--- config.mk ---
export PLATFORM = sky130hd
export DESIGN_NAME = lru_key_value_cache_top
export DESIGN_NICKNAME = d
export VERILOG_FILES = /design/src/rtl/core/lkvc_pkg.sv /design/src/rtl/core/lru_key_value_cache_top.sv /design/src/rtl/core/lkvc_cell.sv
export SDC_FILE = /design/constraint.sdc
export NUM_CORES = 1
export LEC_CHECK = 0
export BUFFER_PORTS_ARGS = -buffer_cell sky130_fd_sc_hd__buf_2
export CAP_MARGIN = 5
export CORE_ASPECT_RATIO = 2
export CORE_MARGIN = 2
export CORE_UTILIZATION = 65
export DETAILED_ROUTE_END_ITERATION = 12
export PLACE_DENSITY = 0.82
export SLEW_MARGIN = 20
export SYNTH_ARGS = -nofsm -noshare
export SYNTH_HDL_FRONTEND = slang
export SYNTH_SLANG_ARGS = --single-unit
--- constraint.sdc ---
create_clock -name clk_i -period 12.7 [get_ports clk_i]
set_input_delay 2.54 -clock clk_i [delete_from_list [all_inputs] [get_ports clk_i]]
set_output_delay 2.54 -clock clk_i [all_outputs]
set_load 0.005 [all_outputs]
--- src/rtl/core/lkvc_pkg.sv ---
`timescale 1ns / 1ps

package lkvc_pkg;

  localparam int unsigned KeyW = 32;
  localparam int unsigned ValW = 32;
  localparam int unsigned CapW = 5;

  localparam logic [CapW-1:0] CapReset = CapW'(16);
  localparam logic [ValW-1:0] MissValue = '1;

  localparam logic OpGet = 1'b0;
  localparam logic OpSet = 1'b1;

  typedef struct packed {
    logic            op;
    logic [KeyW-1:0] key;
    logic [ValW-1:0] value;
  } in_item_t;

  typedef struct packed {
    logic            found;
    logic [ValW-1:0] read_value;
  } out_item_t;

  // control broadcast from the sequencer to every cell
  typedef struct packed {
    logic            cmp;  // compare cycle
    logic            upd;  // update cycle
    logic            hit;  // key present (from registered matches)
    logic            ins;  // set of a new key
    logic [KeyW-1:0] key;
  } cell_ctrl_t;

endpackage

--- src/rtl/core/lru_key_value_cache_top.sv ---
`timescale 1ns / 1ps

// LRU key/value cache, fully associative, kept in recency order.
//
// Input channel: an item (op, key, value) is taken at a clock edge where
// start is high and busy is low. op selects get (lookup and refresh) or
// set (insert or update).
// Result channel: each get yields one item on result_o, valid for exactly
// one cycle while result_valid_o is high; a set yields nothing. The
// receiver cannot stall, so results never back up.
// Operation: a parallel compare in every cell (StCmp), then a shift of the
// cell chain toward the tail (StUpd), which puts the entry at the front.
// A new item can be accepted during the update of the previous one; busy
// is high only during the compare cycle. Results register in StUpd.
// Config: cfg_data_i writes the capacity (0 acts as 1, above MAX_ENTRIES
// saturates) and empties the table. Accepted whenever no item is in
// flight.
// Reset: table empty, capacity 16. Entry storage is not cleared; only
// positions below the fill count are ever compared.
module lru_key_value_cache_top #(
  parameter int unsigned MAX_ENTRIES = 16
) (
  input  logic                        clk_i,
  input  logic                        rst_ni,
  input  logic                        start,
  output logic                        busy,
  input  lkvc_pkg::in_item_t          in_i,
  output logic                        result_valid_o,
  output lkvc_pkg::out_item_t         result_o,
  input  logic                        cfg_valid_i,
  output logic                        cfg_ready_o,
  input  logic [lkvc_pkg::CapW-1:0]   cfg_data_i
);
  import lkvc_pkg::*;

  localparam int unsigned CntW = $clog2(MAX_ENTRIES + 1);
  localparam int unsigned CmpW = (CntW > CapW) ? CntW : CapW;

  typedef enum logic [1:0] {
    StIdle,
    StCmp,
    StUpd
  } state_e;

  state_e          state_q;
  in_item_t        item_q;
  out_item_t       result_q;
  logic            result_valid_q;
  logic [CapW-1:0] capacity_q;
  logic [CntW-1:0] fill_q;

  logic [CntW-1:0] cap_eff;
  logic [CntW-1:0] new_fill;
  logic            accept;
  cell_ctrl_t      ctrl;

  // chain wiring: data flows toward the tail, match/hit chains toward the head
  logic [MAX_ENTRIES-1:0][KeyW-1:0] cell_key;
  logic [MAX_ENTRIES-1:0][ValW-1:0] cell_val;
  logic [MAX_ENTRIES:0]             behind;
  logic [MAX_ENTRIES:0][ValW-1:0]   hitval;
  logic [ValW-1:0]                  head_val;

  assign busy           = (state_q == StCmp);
  assign accept         = start & ~busy;
  assign cfg_ready_o    = (state_q == StIdle);
  assign result_valid_o = result_valid_q;
  assign result_o       = result_q;

  // effective capacity: clamp to 1..MAX_ENTRIES
  always_comb begin
    priority if (capacity_q == '0) begin
      cap_eff = CntW'(1);
    end else if (CmpW'(capacity_q) > CmpW'(MAX_ENTRIES)) begin
      cap_eff = CntW'(MAX_ENTRIES);
    end else begin
      cap_eff = CntW'(capacity_q);
    end
  end

  assign new_fill = (fill_q < cap_eff) ? fill_q + CntW'(1) : fill_q;

  assign ctrl.cmp = (state_q == StCmp);
  assign ctrl.upd = (state_q == StUpd);
  assign ctrl.hit = behind[0];
  assign ctrl.ins = (item_q.op == OpSet) & ~behind[0];
  assign ctrl.key = item_q.key;

  // front entry: set stores the new value, a get hit refreshes the old one
  assign head_val = (item_q.op == OpSet) ? item_q.value : hitval[0];

  assign behind[MAX_ENTRIES] = 1'b0;
  assign hitval[MAX_ENTRIES] = '0;

  for (genvar g = 0; g < MAX_ENTRIES; g++) begin : g_cell
    logic [KeyW-1:0] prev_key;
    logic [ValW-1:0] prev_val;

    if (g == 0) begin : g_head
      assign prev_key = item_q.key;
      assign prev_val = head_val;
    end else begin : g_body
      assign prev_key = cell_key[g-1];
      assign prev_val = cell_val[g-1];
    end

    lkvc_cell u_cell (
      .clk_i      (clk_i),
      .rst_ni     (rst_ni),
      .ctrl_i     (ctrl),
      .valid_i    (CntW'(g) < fill_q),
      .lt_fill_i  (CntW'(g) < new_fill),
      .prev_key_i (prev_key),
      .prev_val_i (prev_val),
      .key_o      (cell_key[g]),
      .val_o      (cell_val[g]),
      .behind_i   (behind[g+1]),
      .behind_o   (behind[g]),
      .hitval_i   (hitval[g+1]),
      .hitval_o   (hitval[g])
    );
  end

  always_ff @(posedge clk_i) begin
    if (accept) begin
      item_q <= in_i;
    end
  end

  // sequencer, result register, fill count and capacity
  always_ff @(posedge clk_i or negedge rst_ni) begin
    if (!rst_ni) begin
      state_q        <= StIdle;
      result_valid_q <= 1'b0;
      result_q       <= '0;
      capacity_q     <= CapReset;
      fill_q         <= '0;
    end else begin
      result_valid_q <= 1'b0;
      unique case (state_q)
        StIdle: begin
          if (accept) begin
            state_q <= StCmp;
          end
        end
        StCmp: begin
          state_q <= StUpd;
        end
        StUpd: begin
          state_q <= accept ? StCmp : StIdle;
          if (item_q.op == OpGet) begin
            result_valid_q      <= 1'b1;
            result_q.found      <= behind[0];
            result_q.read_value <= behind[0] ? hitval[0] : MissValue;
          end else if (!behind[0]) begin
            fill_q <= new_fill;
          end
        end
        default: begin
          state_q <= StIdle;
        end
      endcase
      if (cfg_valid_i && cfg_ready_o) begin
        capacity_q <= cfg_data_i;
        fill_q     <= '0;
      end
    end
  end

endmodule

--- src/rtl/core/lkvc_cell.sv ---
`timescale 1ns / 1ps

module lkvc_cell (
  input  logic                    clk_i,
  input  logic                    rst_ni,
  input  lkvc_pkg::cell_ctrl_t    ctrl_i,
  input  logic                    valid_i,    // position below fill count
  input  logic                    lt_fill_i,  // position below fill count after insert
  input  logic [lkvc_pkg::KeyW-1:0] prev_key_i,
  input  logic [lkvc_pkg::ValW-1:0] prev_val_i,
  output logic [lkvc_pkg::KeyW-1:0] key_o,
  output logic [lkvc_pkg::ValW-1:0] val_o,
  input  logic                    behind_i,   // match at a later position
  output logic                    behind_o,
  input  logic [lkvc_pkg::ValW-1:0] hitval_i,
  output logic [lkvc_pkg::ValW-1:0] hitval_o
);
  import lkvc_pkg::*;

  logic [KeyW-1:0] key_q;
  logic [ValW-1:0] val_q;
  logic            match_q;
  logic            shift_en;

  assign behind_o = behind_i | match_q;
  assign hitval_o = hitval_i | (match_q ? val_q : '0);
  assign key_o    = key_q;
  assign val_o    = val_q;

  // take the neighbor's entry when this position lies at or before the hole
  assign shift_en = ctrl_i.upd &
                    ((ctrl_i.hit & behind_o) | (ctrl_i.ins & lt_fill_i));

  always_ff @(posedge clk_i or negedge rst_ni) begin
    if (!rst_ni) begin
      match_q <= 1'b0;
    end else if (ctrl_i.cmp) begin
      match_q <= valid_i & (key_q == ctrl_i.key);
    end
  end

  always_ff @(posedge clk_i) begin
    if (shift_en) begin
      key_q <= prev_key_i;
      val_q <= prev_val_i;
    end
  end

endmodule
==> results_dict.tcl <==
set metrics [dict create \
    max_stage_delay_ps 910 \
    start_kind "flip-flop" \
    final_util_pct 73.2 \
    dieArea_um2 71600 \
    min_path_cells 0 \
    r2r_start "fill_q[1]" \
    finalSetupViolations 0 \
    cts.path.max_buffers 3 \
    nets 2900 \
    die_h_um 377 \
    clkTransAtPathRegs_ps 80 \
    routed_wl_um 128000 \
    drive_gt1_share_pct 12.8 \
    top_level_ports 110 \
    holdWs_ps 442 \
    grt_overflow 0 \
    grt_pass1_wl_um 183000 \
    rsz0062_at_grt "false" \
    final_cells 3796 \
    via_per_inst 6.98 \
    syn_inst 2694 \
    fmax_mhz 207 \
    rows 136 \
    grt_max_degree 66 \
    status "finished, final reports clean" \
    cts_resized 0 \
    drc 0 \
    crit_slowest_cell "nor2_4" \
    final_cell_mix "1089 x edfxtp_1, 280 x xnor2_1, 234 x xor2_1, 128 x a22oi_1, 108 x buf_2" \
    fp.dieW_um 190 \
    diodes 0 \
    wl_per_cell_um 33.8 \
    tightest_slew_ps 1270 \
    cts_sinks 1151 \
    r2r_end "g_cell[5].u_cell.val_o[1]" \
    use_met1_pct 40.0 \
    gp_congestion 1.01 \
    h-tree-depth 3 \
    async_flop_share_pct 5.39 \
    tns_ps 0 \
    hp-class "flip-flop to flip-flop" \
    leakage_nw 16.3 \
    critPathCaptureType "flip-flop" \
    skew_ps 29.4 \
    powerDensity_nw_per_um2 151 \
    ff2ff_setup_slack_ps 7860 \
    fillCellCount 3997 \
    clockRootBuffer "clkbuf_16" \
    synth_cell_type_count 58 \
    grt_antenna_before_repair 2 \
    vias 26503 \
    p_total_mw 7.61 \
    maxCapViolCount 0 \
    place_inst 3616 \
    min_period_ps 4840 \
    grt_busiest_layer "met2" \
    seq_area_frac_synth_pct 76.0 \
    slew_headroom_pct 14.7 \
    clk_latency_ps 700 \
    fin_crit_sh_pct 38.1 \
    cts_made_buffers 93 \
    ys_warn_count 0 \
    hold_path_end "g_cell[7].u_cell.val_o[11]" \
    hold_path_startpoint "g_cell[6].u_cell.val_o[11]" \
    first_iter_violations 3124 \
    hpwlAfterDp_um 81700 \
    worstSetupPathType "flip-flop to flip-flop" \
    irDropWorstVdd_mv 0.133 \
    core_um2 68700 \
    crit_chain "ha_1 > inv_1 > o311ai_0 > a2111oi_1 > a21oi_1 > a2111oi_0 > nor2_4 > buf_4" \
    cts_hold_buf 0 \
    synth-edff-count 1089 \
    r2r_cells 8 \
    required_ps 13030 \
    io_buffers 109 \
    cts_tree "yes" \
    initial_core_util_pct 65.6 \
    synth.net_count 2773 \
    postCtsSetupBuffers 0 \
    grt_pass1_vias 27471 \
    drt-pass1-iter-count 5 \
    drv_slew 0 \
    met3_usage_pct 6.71 \
    final_common_cell "edfxtp_1" \
    syn_avg_cell_area_um2 16.7 \
    track_usage_pct 36.4 \
    crit_arrival_ps 5170 \
    finalHoldViolations 0 \
    met2_usage_pct 62.7 \
    ant_nets 0 \
    crit_family "compound AO/OA/AOI/OAI gates" \
    area_delta_synth_final_pct 11.6 \
    netlist_area_um2 45100 \
    critPathMaxFanout 36 \
    crit_buf_inv 2 \
    synth_seq_cells 1151 \
    synth_flop_cell "edfxtp_1" \
]
-- logic make-up after synthesis --
group	after synthesis	share of synthesized area, %
DFF	1151	76.0
xor gates and xnor gates	514	9.98
and+or+nand+nor	398	4.66
AOI/OAI and AO/OA	384	6.62
buffers and inverters	200	1.70
muxes	42	0.943
adders and majority gates	5	0.139
-- cell usage after synthesis (50+ instances only) --
| library cell | n | share of area [%] |
|---|---|---|
| edfxtp_1 | 1089 | 73 |
| nand3_1 | 82 | 0.91 |
| nor2_1 | 50 | 0.42 |
| a22o_1 | 67 | 1.3 |
| clkbuf_1 | 135 | 1.1 |
| nor4_1 | 70 | 0.97 |
| a221oi_1 | 65 | 1.3 |
| xnor2_1 | 280 | 5.4 |
| dfrtp_1 | 61 | 3.4 |
| xor2_1 | 234 | 4.5 |
| nand2_1 | 70 | 0.58 |
| a22oi_1 | 128 | 2.1 |
| nand4_1 | 83 | 1.2 |
-- how the worst max path moves through the flow --
stage | start | endpoint | slack (ps) | depth (start not counted)
detailed placement | fill_q[1] | g_cell[9].u_cell.val_o[21] | 7780 | 8
CTS | fill_q[1] | g_cell[0].u_cell.key_o[15] | 7770 | 8
floorplan | capacity_q[4] | g_cell[1].u_cell.key_o[0] | 5260 | 10
global route | fill_q[1] | g_cell[5].u_cell.val_o[1] | 7620 | 8
finish | fill_q[1] | g_cell[5].u_cell.val_o[1] | 7860 | 8
global placement | fill_q[1] | g_cell[0].u_cell.key_o[13] | 7840 | 8
-- final cells by class --
class                      instances  area [µm²]  area share [%]
clock buffer                     113        2530            5.02
sequential                      1151       34300            68.1
timing repair buffer             187        1270            2.53
tap                              897        1120            2.23
inverter                          45         169           0.336
clock inverter                    60         674            1.34
multi-input combinational       1343       10300            20.4
-- metrics by stage --
stage,setup slack [ps],cell area (µm²)
detailed placement,7780,46900
floorplan,5260,45100
global placement,7840,46900
CTS,7770,50100
finish,7860,50300
global route,7620,50300
-- flip-flops by register name (all words and copies together) (netlist names) --
| signal | count |
|---|---|
| state_q | 2 |
| g_cell.prev_key | 32 |
| capacity_q | 5 |
| result_o | 33 |
| g_cell.u_cell.key_o | 512 |
| g_cell.u_cell.val_o | 512 |
| result_valid_o | 1 |
| g_cell.u_cell.match_q | 16 |
| item_q | 33 |
| fill_q | 5 |
-- metal layers --
| metal | share of wire, % | routed length (µm) |
|---|---|---|
| met3 | 10 | 12900 |
| met5 | 0.010 | 13 |
| met1 | 30 | 38400 |
| met2 | 51 | 65500 |
| met4 | 8.8 | 11300 |
-- power breakdown --
group | total [mW] | internal [mW] | switching (mW)
registers | 4.19 | 4.16 | 0.0329
logic | 0.339 | 0.110 | 0.229
clock network | 3.08 | 1.70 | 1.39
total | 7.61 | 5.96 | 1.65
(Power assumes the default switching activity.)
